## config.mk

```make
export PLATFORM = sky130hd
export DESIGN_NAME = bresenham_line_stepper_core
export DESIGN_NICKNAME = d
export VERILOG_FILES = /design/src/hdl/bls_pkg.sv /design/src/hdl/bls_step.sv /design/src/hdl/bresenham_line_stepper_core.sv
export SDC_FILE = /design/constraint.sdc
export NUM_CORES = 1
export LEC_CHECK = 0
export BUFFER_PORTS_ARGS = -buffer_cell sky130_fd_sc_hd__buf_2
export CAP_MARGIN = 20
export CORE_ASPECT_RATIO = 0.5
export CORE_MARGIN = 1
export CORE_UTILIZATION = 40
export DETAILED_ROUTE_END_ITERATION = 10
export PLACE_DENSITY_LB_ADDON = 0.15
export SYNTH_ARGS = -nofsm -noshare
export SYNTH_HDL_FRONTEND = slang
export SYNTH_SLANG_ARGS = --single-unit
```

## constraint.sdc

```tcl
create_clock -name clock -period 7.7 [get_ports clock]
set_input_delay 2.31 -clock clock [delete_from_list [all_inputs] [get_ports clock]]
set_output_delay 2.31 -clock clock [all_outputs]
set_load 0.03 [all_outputs]
```

## src/hdl/bls_pkg.sv

```systemverilog
// Shared widths, codes and item types for the Bresenham line stepper.
package bls_pkg;

   localparam int COORD_BITS = 12;
   localparam int DIST_BITS  = COORD_BITS + 1;
   localparam int ERR_BITS   = COORD_BITS + 2;

   typedef logic signed [COORD_BITS-1:0] coord_type;
   typedef logic signed [COORD_BITS:0]   coord_ext_type;
   typedef logic [COORD_BITS-1:0]        span_type;
   typedef logic [DIST_BITS-1:0]         dist_type;
   typedef logic signed [ERR_BITS-1:0]   err_type;
   typedef logic signed [ERR_BITS:0]     err_ext_type;

   typedef enum logic [0:0] {
      FUNC_START   = 1'b0,
      FUNC_ADVANCE = 1'b1
   } func_type;

   typedef struct packed {
      func_type  func;
      coord_type start_x;
      coord_type start_y;
      coord_type end_x;
      coord_type end_y;
   } req_type;

   typedef struct packed {
      coord_type pixel_x;
      coord_type pixel_y;
      dist_type  step_distance;
      dist_type  span_sum;
      logic      last;
   } rsp_type;

   typedef struct packed {
      coord_type current_x;
      coord_type current_y;
      coord_type target_x;
      coord_type target_y;
      span_type  span_x;
      span_type  span_y;
      logic      x_goes_down;
      logic      y_goes_down;
      err_type   error_term;
      dist_type  moves_done;
      logic      line_active;
   } line_state_type;

endpackage

```

## src/hdl/bls_step.sv

```systemverilog
// Single-pass line setup and error update that yields the next state and pixel.
module bls_step (
   input  bls_pkg::req_type        req,
   input  bls_pkg::line_state_type state_cur,
   output bls_pkg::line_state_type state_next,
   output bls_pkg::rsp_type        rsp,
   output logic                    rsp_made
);
   import bls_pkg::*;

   coord_ext_type  dx;
   coord_ext_type  dy;
   coord_ext_type  abs_dx;
   coord_ext_type  abs_dy;
   span_type       new_span_x;
   span_type       new_span_y;
   err_ext_type    e2;
   err_ext_type    sx_ext;
   err_ext_type    sy_ext;
   err_ext_type    err_sum;
   logic           move_x;
   logic           move_y;
   logic           at_end;
   line_state_type st;

   // Setup for a new line.
   assign dx         = coord_ext_type'(req.end_x) - coord_ext_type'(req.start_x);
   assign dy         = coord_ext_type'(req.end_y) - coord_ext_type'(req.start_y);
   assign abs_dx     = dx[COORD_BITS] ? -dx : dx;
   assign abs_dy     = dy[COORD_BITS] ? -dy : dy;
   assign new_span_x = abs_dx[COORD_BITS-1:0];
   assign new_span_y = abs_dy[COORD_BITS-1:0];

   // One Bresenham error update on the active line.
   assign e2      = $signed({state_cur.error_term, 1'b0});
   assign sx_ext  = $signed({3'b000, state_cur.span_x});
   assign sy_ext  = $signed({3'b000, state_cur.span_y});
   assign move_x  = e2 > -sy_ext;
   assign move_y  = e2 < sx_ext;
   assign err_sum = err_ext_type'(state_cur.error_term)
                    - (move_x ? sy_ext : err_ext_type'(0))
                    + (move_y ? sx_ext : err_ext_type'(0));

   always_comb begin
      st       = state_cur;
      rsp_made = 1'b0;
      if (req.func == FUNC_START) begin
         st.current_x   = req.start_x;
         st.current_y   = req.start_y;
         st.target_x    = req.end_x;
         st.target_y    = req.end_y;
         st.span_x      = new_span_x;
         st.span_y      = new_span_y;
         st.x_goes_down = !(req.start_x < req.end_x);
         st.y_goes_down = !(req.start_y < req.end_y);
         st.error_term  = $signed({2'b00, new_span_x}) - $signed({2'b00, new_span_y});
         st.moves_done  = '0;
         rsp_made       = 1'b1;
      end else if (state_cur.line_active) begin
         if (move_x) begin
            st.current_x = state_cur.x_goes_down ? state_cur.current_x - coord_type'(1)
                                                 : state_cur.current_x + coord_type'(1);
         end
         if (move_y) begin
            st.current_y = state_cur.y_goes_down ? state_cur.current_y - coord_type'(1)
                                                 : state_cur.current_y + coord_type'(1);
         end
         st.error_term = err_sum[ERR_BITS-1:0];
         st.moves_done = state_cur.moves_done + dist_type'(move_x) + dist_type'(move_y);
         rsp_made      = 1'b1;
      end

      at_end = (st.current_x == st.target_x) && (st.current_y == st.target_y);

      rsp.pixel_x       = st.current_x;
      rsp.pixel_y       = st.current_y;
      rsp.step_distance = st.moves_done;
      rsp.span_sum      = dist_type'(st.span_x) + dist_type'(st.span_y);
      rsp.last          = at_end;

      state_next = st;
      if (rsp_made) begin
         state_next.line_active = !at_end;
      end
   end

endmodule

```

## src/hdl/bresenham_line_stepper_core.sv

```systemverilog
// Top level of the all-octant Bresenham line stepper.
//
//   Channel | Direction | Handshake            | Payload
//   --------+-----------+----------------------+-----------------------------------
//   req     | in        | req_valid/req_stall  | func, start_x/y, end_x/y
//   rsp     | out       | rsp_valid/rsp_stall  | pixel_x/y, step_distance, span_sum, last
//
// The block takes one item per clock while req_stall is low; each pixel passes
// through the input register and then the result register after its item is accepted.
// The line state is updated by a single pass of the step logic, so a start or an
// advance item may follow the previous one back to back.
// Reset is synchronous and clears both registers' valid flags and the line state,
// leaving no line active. While rsp_stall is high the waiting result holds and the
// input register can still take one more item; req_stall rises only once both are full.
module bresenham_line_stepper_core (
   input  logic             clock,
   input  logic             reset,
   input  logic             req_valid,
   output logic             req_stall,
   input  bls_pkg::req_type req_data,
   output logic             rsp_valid,
   input  logic             rsp_stall,
   output bls_pkg::rsp_type rsp_data
);
   import bls_pkg::*;

   // Input register: holds one accepted item until the step logic can use it.
   logic           in_full_ff;
   logic           in_full_in;
   req_type        in_req_ff;

   // Line state, updated once per item that reaches the step logic.
   line_state_type state_ff;
   line_state_type state_in;

   // Result register.
   logic           out_full_ff;
   logic           out_full_in;
   rsp_type        out_rsp_ff;
   rsp_type        step_rsp;
   logic           step_made;

   logic           out_free;
   logic           step_go;
   logic           req_accept;

   bls_step u_step (
      .req        (in_req_ff),
      .state_cur  (state_ff),
      .state_next (state_in),
      .rsp        (step_rsp),
      .rsp_made   (step_made)
   );

   // The step logic fires when an item is waiting and the result register is
   // empty or being emptied in this cycle.
   assign out_free   = !out_full_ff || !rsp_stall;
   assign step_go    = in_full_ff && out_free;
   assign req_stall  = in_full_ff && !step_go;
   assign req_accept = req_valid && !req_stall;

   assign in_full_in  = req_accept || (in_full_ff && !step_go);
   // An advance with no active line is consumed without a result.
   assign out_full_in = step_go ? step_made : (out_full_ff && rsp_stall);

   always_ff @(posedge clock) begin
      if (reset) begin
         in_full_ff  <= 1'b0;
         out_full_ff <= 1'b0;
         state_ff    <= '0;
      end else begin
         in_full_ff  <= in_full_in;
         out_full_ff <= out_full_in;
         if (step_go) begin
            state_ff <= state_in;
         end
      end
   end

   always_ff @(posedge clock) begin
      if (req_accept) begin
         in_req_ff <= req_data;
      end
      if (step_go && step_made) begin
         out_rsp_ff <= step_rsp;
      end
   end

   assign rsp_valid = out_full_ff;
   assign rsp_data  = out_rsp_ff;

   // The endpoint pixel closes the line.
   a_last_ends_line: assert property (@(posedge clock) disable iff (reset)
      step_go && step_made && step_rsp.last |=> !state_ff.line_active)
      else $error("line still active after its last pixel");

   // An advance with no active line leaves the result register empty.
   a_idle_advance_silent: assert property (@(posedge clock) disable iff (reset)
      step_go && (in_req_ff.func == FUNC_ADVANCE) && !state_ff.line_active |=> !rsp_valid)
      else $error("advance without a line produced a result");

   // The walk never covers more moves than the whole line has.
   a_step_within_total: assert property (@(posedge clock) disable iff (reset)
      rsp_valid |-> rsp_data.step_distance <= rsp_data.span_sum)
      else $error("step distance exceeds total distance");

endmodule
```

==> Implementation_results.wiki <==
{| class="wikitable"
! Metric !! Value
|-
| Run status || completed
|-
| Yosys Warn Count || 0
|-
| Cell chosen for the clock root || sky130_fd_sc_hd__clkbuf_16
|-
| Proportion of power drawn by the clock network || 32.0%
|-
| Worst reg2reg endpoint || state_ff[24]
|-
| Number of synthesized flops with an enable pin || 100
|-
| Capturing element type of the critical path || flop
|-
| Final weighted congestion in routability-driven placement || 0.8811
|-
| Syn_nets || 1816
|-
| Buffers from clock root to sink, at most || 3
|-
| Number of top-level design ports || 106
|-
| Flip-flop cell with the highest count after synthesis || sky130_fd_sc_hd__dfxtp_1
|-
| Worst Path Arrival || 6.68 ns
|-
| Number of buffer and inverter stages on the critical path || 2
|-
| Layout Skew || 0.02181 ns
|-
| Post-synthesis instance total || 1630
|-
| Net switching power || 1382 uW
|-
| Number of inserted diodes || 0
|-
| Total die area || 36680 um^2
|-
| Standard-cell rows || 48
|-
| Share of post-route cells with drive strength above 1 || 11.91%
|-
| Initial core utilization || 41.12%
|-
| Design internal power || 2470 uW
|-
| Count of hold buffers inserted by post-cts repair || 0
|-
| Largest driver fanout on the critical path || 13
|-
| CTS tree || built
|-
| Maximum number of pins on one net before global-route repair || 62
|-
| Area growth from synthesis to layout || 12.24%
|-
| Final cell count without fillers || 2205
|-
| Count of cell types in the netlist || 98
|-
| Port buffer count || 105
|-
| Clock buffers created by TritonCTS || 23
|-
| Maximum vdd ir drop || 0.0001437 V
|-
| Utilization after layout || 46.15%
|-
| Most frequent standard cell in the layout excluding fill and tap cells || sky130_fd_sc_hd__nand2_1
|-
| Cell count of the worst hold path || 2
|-
| Router iterations before antenna repair || 5
|-
| Relative contribution of combinational cells to total power || 35.0%
|-
| Max-capacitance violation count || 0
|-
| End of the worst hold path || state_ff[73]
|-
| Clk sinks || 204
|-
| Netlist area before placement || 14350 um^2
|-
| Worst path max stage delay || 0.51 ns
|-
| Final global-route overflow total || 0
|-
| Total chip power || 3852 uW
|-
| Number of instances in the placed design || 2164
|-
| Antenna violations before repair || 0
|-
| Width of the die || 269.8 um
|-
| Portion of the post-synthesis area used by sequential elements || 35.44%
|-
| Core region area || 34890 um^2
|-
| Final net count || 1900
|-
| Register share of total power || 33.0%
|-
| Routed wirelength normalized by instance count || 19.96 um
|-
| Leading cell types in the layout, fill and taps excluded || sky130_fd_sc_hd__nand2_1 (201), sky130_fd_sc_hd__nor2_1 (143), sky130_fd_sc_hd__a21oi_1 (140)
|-
| Relative max-transition margin || 31.63%
|-
| Cell repeated most along the worst path || sky130_fd_sc_hd__a21oi_1
|-
| Switching share of power || 35.89%
|-
| Worst reg2reg setup slack || 1.44 ns
|-
| Leakage power || 0.006429 uW
|-
| Via density || 5.555
|-
| Half-perimeter wire length after detailed placement || 32690 um
|-
| Floorplan die height || 135.9 um
|-
| Setup repair after global routing missed its margin || false
|-
| Category of the most critical setup path || reg2reg
|-
| Cell family with the largest share of critical-path delay || compound AO/OA/AOI/OAI gates
|-
| Number of global-route vias before repair || 11600
|-
| Clock transition time at the flip-flop clock pins of the worst setup and hold paths || 0.07 ns
|-
| Number of cells traversed by the worst register-to-register path || 26
|-
| Post-synthesis area per instance || 8.802 um^2
|-
| FF-to-FF Start || state_ff[32]
|-
| Min-delay worst type || reg2reg
|-
| Total of endpoints with negative setup slack in the final report || 0
|-
| Crit path max-delay cell type || sky130_fd_sc_hd__fa_1
|-
| Number of vias in the routed layout || 12250
|-
| Number of antenna-violating nets in the routed design || 0
|-
| Number of failing hold endpoints at the final stage || 0
|-
| Worst-margin pin slew || 1.026 ns
|-
| CTS HTree Levels || 1
|-
| Routed WL || 44010 um
|-
| Accumulated negative setup slack || 0 ns
|-
| Final min period || 6.264 ns
|-
| Post-CTS resize count || 0
|-
| Fmax || 0.1596 GHz
|-
| Required time reported for the critical path endpoint || 8.11 ns
|-
| Latest clock arrival within the worst-skew pair || 0.55 ns
|-
| 1st-iter DRT viols || 913
|-
| Post-CTS setup buffer count || 0
|-
| Count of state elements after synthesis || 204
|-
| Async SR Flop Fraction || 0%
|-
| Kind of start point of the critical path || flop
|-
| Slew Viols, Final || 0
|-
| Final Cycle Share || 81.35%
|-
| Pwr per Cell Area || 239.2 nW/um^2
|-
| Number of remaining DRC errors || 0
|-
| Overall fraction of global-route tracks in use || 23.73%
|-
| Wire length of the first global-routing pass || 67250 um
|-
| Min-delay src || state_ff[73]
|}
==> how the worst max path moves through the flow <==
stage	slack, ns	to	depth (start not counted)	startpoint
floorplan	2.30	state_ff[24]	25	state_ff[30]
global placement	1.64	state_ff[24]	26	state_ff[32]
detailed placement	1.54	state_ff[24]	26	state_ff[32]
CTS	1.48	state_ff[24]	26	state_ff[32]
global route	0.86	state_ff[25]	26	state_ff[32]
finish	1.44	state_ff[24]	26	state_ff[32]
==> cells in the mapped netlist, types with 7 or more instances <==
library cell	count	area, um^2
sky130_fd_sc_hd__a21o_1	15	112.6
sky130_fd_sc_hd__o21ai_1	8	40.04
sky130_fd_sc_hd__xnor2_1	73	639.4
sky130_fd_sc_hd__dfxtp_1	104	2082
sky130_fd_sc_hd__a211oi_1	34	255.2
sky130_fd_sc_hd__mux2i_1	27	270.3
sky130_fd_sc_hd__clkbuf_1	44	165.2
sky130_fd_sc_hd__inv_1	136	510.5
sky130_fd_sc_hd__or3_1	13	81.33
sky130_fd_sc_hd__a21oi_1	140	700.7
sky130_fd_sc_hd__nand2b_1	11	68.82
sky130_fd_sc_hd__o31ai_1	8	60.06
sky130_fd_sc_hd__o211ai_1	8	60.06
sky130_fd_sc_hd__nor2b_1	16	100.1
sky130_fd_sc_hd__o2111ai_1	7	61.31
sky130_fd_sc_hd__buf_1	8	30.03
sky130_fd_sc_hd__nor2_1	144	540.5
sky130_fd_sc_hd__and3_1	9	56.30
sky130_fd_sc_hd__nand3_1	21	105.1
sky130_fd_sc_hd__ha_1	114	1426
sky130_fd_sc_hd__nand2_1	201	754.5
sky130_fd_sc_hd__fa_1	19	380.4
sky130_fd_sc_hd__a31oi_1	9	56.30
sky130_fd_sc_hd__o21ai_0	51	255.2
sky130_fd_sc_hd__edfxtp_1	100	3003
sky130_fd_sc_hd__o21bai_1	12	90.09
sky130_fd_sc_hd__nor3_1	55	275.3
sky130_fd_sc_hd__xor2_1	51	446.7
sky130_fd_sc_hd__o21a_1	13	97.59
sky130_fd_sc_hd__nand4_1	20	125.1
sky130_fd_sc_hd__a21boi_0	8	60.06
sky130_fd_sc_hd__and2_1	16	100.1
==> registers in the layout, summed over array words and instances, names as in the netlist <==
name / cells
rsp_valid: 1
in_full_ff: 1
in_req_ff: 49
rsp_data: 51
state_ff: 102
==> power by group through the flow <==
| stage | Clock [uW] | Sequential, uW | Combinational, uW |
|---|---|---|---|
| after CTS | 1260 | 1270 | 1340 |
| after global placement | 0 | 1290 | 1310 |
| after detailed placement | 0 | 1290 | 1330 |
| after global routing | 1300 | 1280 | 1490 |
| final | 1230 | 1270 | 1350 |
| after floorplan | 0 | 1300 | 961 |
==> worst reg2reg max path: stages, from the launching register on <==
cell,delay [ns]
sky130_fd_sc_hd__dfxtp_1,0.37
sky130_fd_sc_hd__nor2_1,0.21
sky130_fd_sc_hd__nand3_1,0.14
sky130_fd_sc_hd__nor4_1,0.46
sky130_fd_sc_hd__nand2_1,0.21
sky130_fd_sc_hd__o41ai_1,0.25
sky130_fd_sc_hd__o21ai_0,0.16
sky130_fd_sc_hd__ha_1,0.31
sky130_fd_sc_hd__nand4_2,0.13
sky130_fd_sc_hd__a2bb2oi_1,0.23
sky130_fd_sc_hd__and4_4,0.28
sky130_fd_sc_hd__a21oi_1,0.07
sky130_fd_sc_hd__buf_4,0.20
sky130_fd_sc_hd__and2_1,0.19
sky130_fd_sc_hd__fa_1,0.51
sky130_fd_sc_hd__inv_1,0.07
sky130_fd_sc_hd__fa_1,0.45
sky130_fd_sc_hd__a21o_1,0.18
sky130_fd_sc_hd__a21oi_1,0.22
sky130_fd_sc_hd__o21bai_1,0.09
sky130_fd_sc_hd__a21oi_1,0.24
sky130_fd_sc_hd__o21bai_1,0.10
sky130_fd_sc_hd__a21oi_1,0.21
sky130_fd_sc_hd__o21ai_0,0.17
sky130_fd_sc_hd__or3_1,0.34
sky130_fd_sc_hd__a211oi_1,0.27
sky130_fd_sc_hd__nor3_1,0.07
==> cell families (layout without fill, tap and decap cells) <==
family	Yosys count	in the layout	share of synthesized area (%)
mux	30	30	2.119
flops	204	204	35.44
xor+xnor	125	125	7.726
buf+inv	201	301	5.930
compound gates	392	392	18.36
fa+ha+maj	133	133	12.59
simple gates	545	545	17.83
==> metrics by stage <==
stage                     worst slack [ns]  hold slack, ns  instance area, um^2
after floorplan                      2.301          0.4360                14350
after global placement               1.642          0.4424                15280
after detailed placement             1.540          0.4494                15280
after CTS                            1.477          0.4610                16100
after global routing                0.8605          0.4710                16100
final                                1.436          0.4622                16100
==> layout make-up <==
type	count	area, um^2
Clock buffer	29	618.1
Multi-Input combinational cell	1225	8427
Timing Repair Buffer	122	655.6
Tap cell	475	594.3
Sequential cell	204	5085
Fill cell	3356	18790
Clock inverter	12	201.4
Inverter	138	523.0
==> per-layer routing <==
| metal | share of wire, % | global-route usage [%] | vias up |
|---|---|---|---|
| li1 | - | - | 5951 |
| met1 | 50 | 35.36 | 5832 |
| met2 | 41 | 35.65 | 409 |
| met3 | 6.7 | 3.956 | 56 |
| met4 | 2.1 | 5.240 | 0 |
| met5 | 0 | 0 | - |
(Power assumes the default switching activity.)
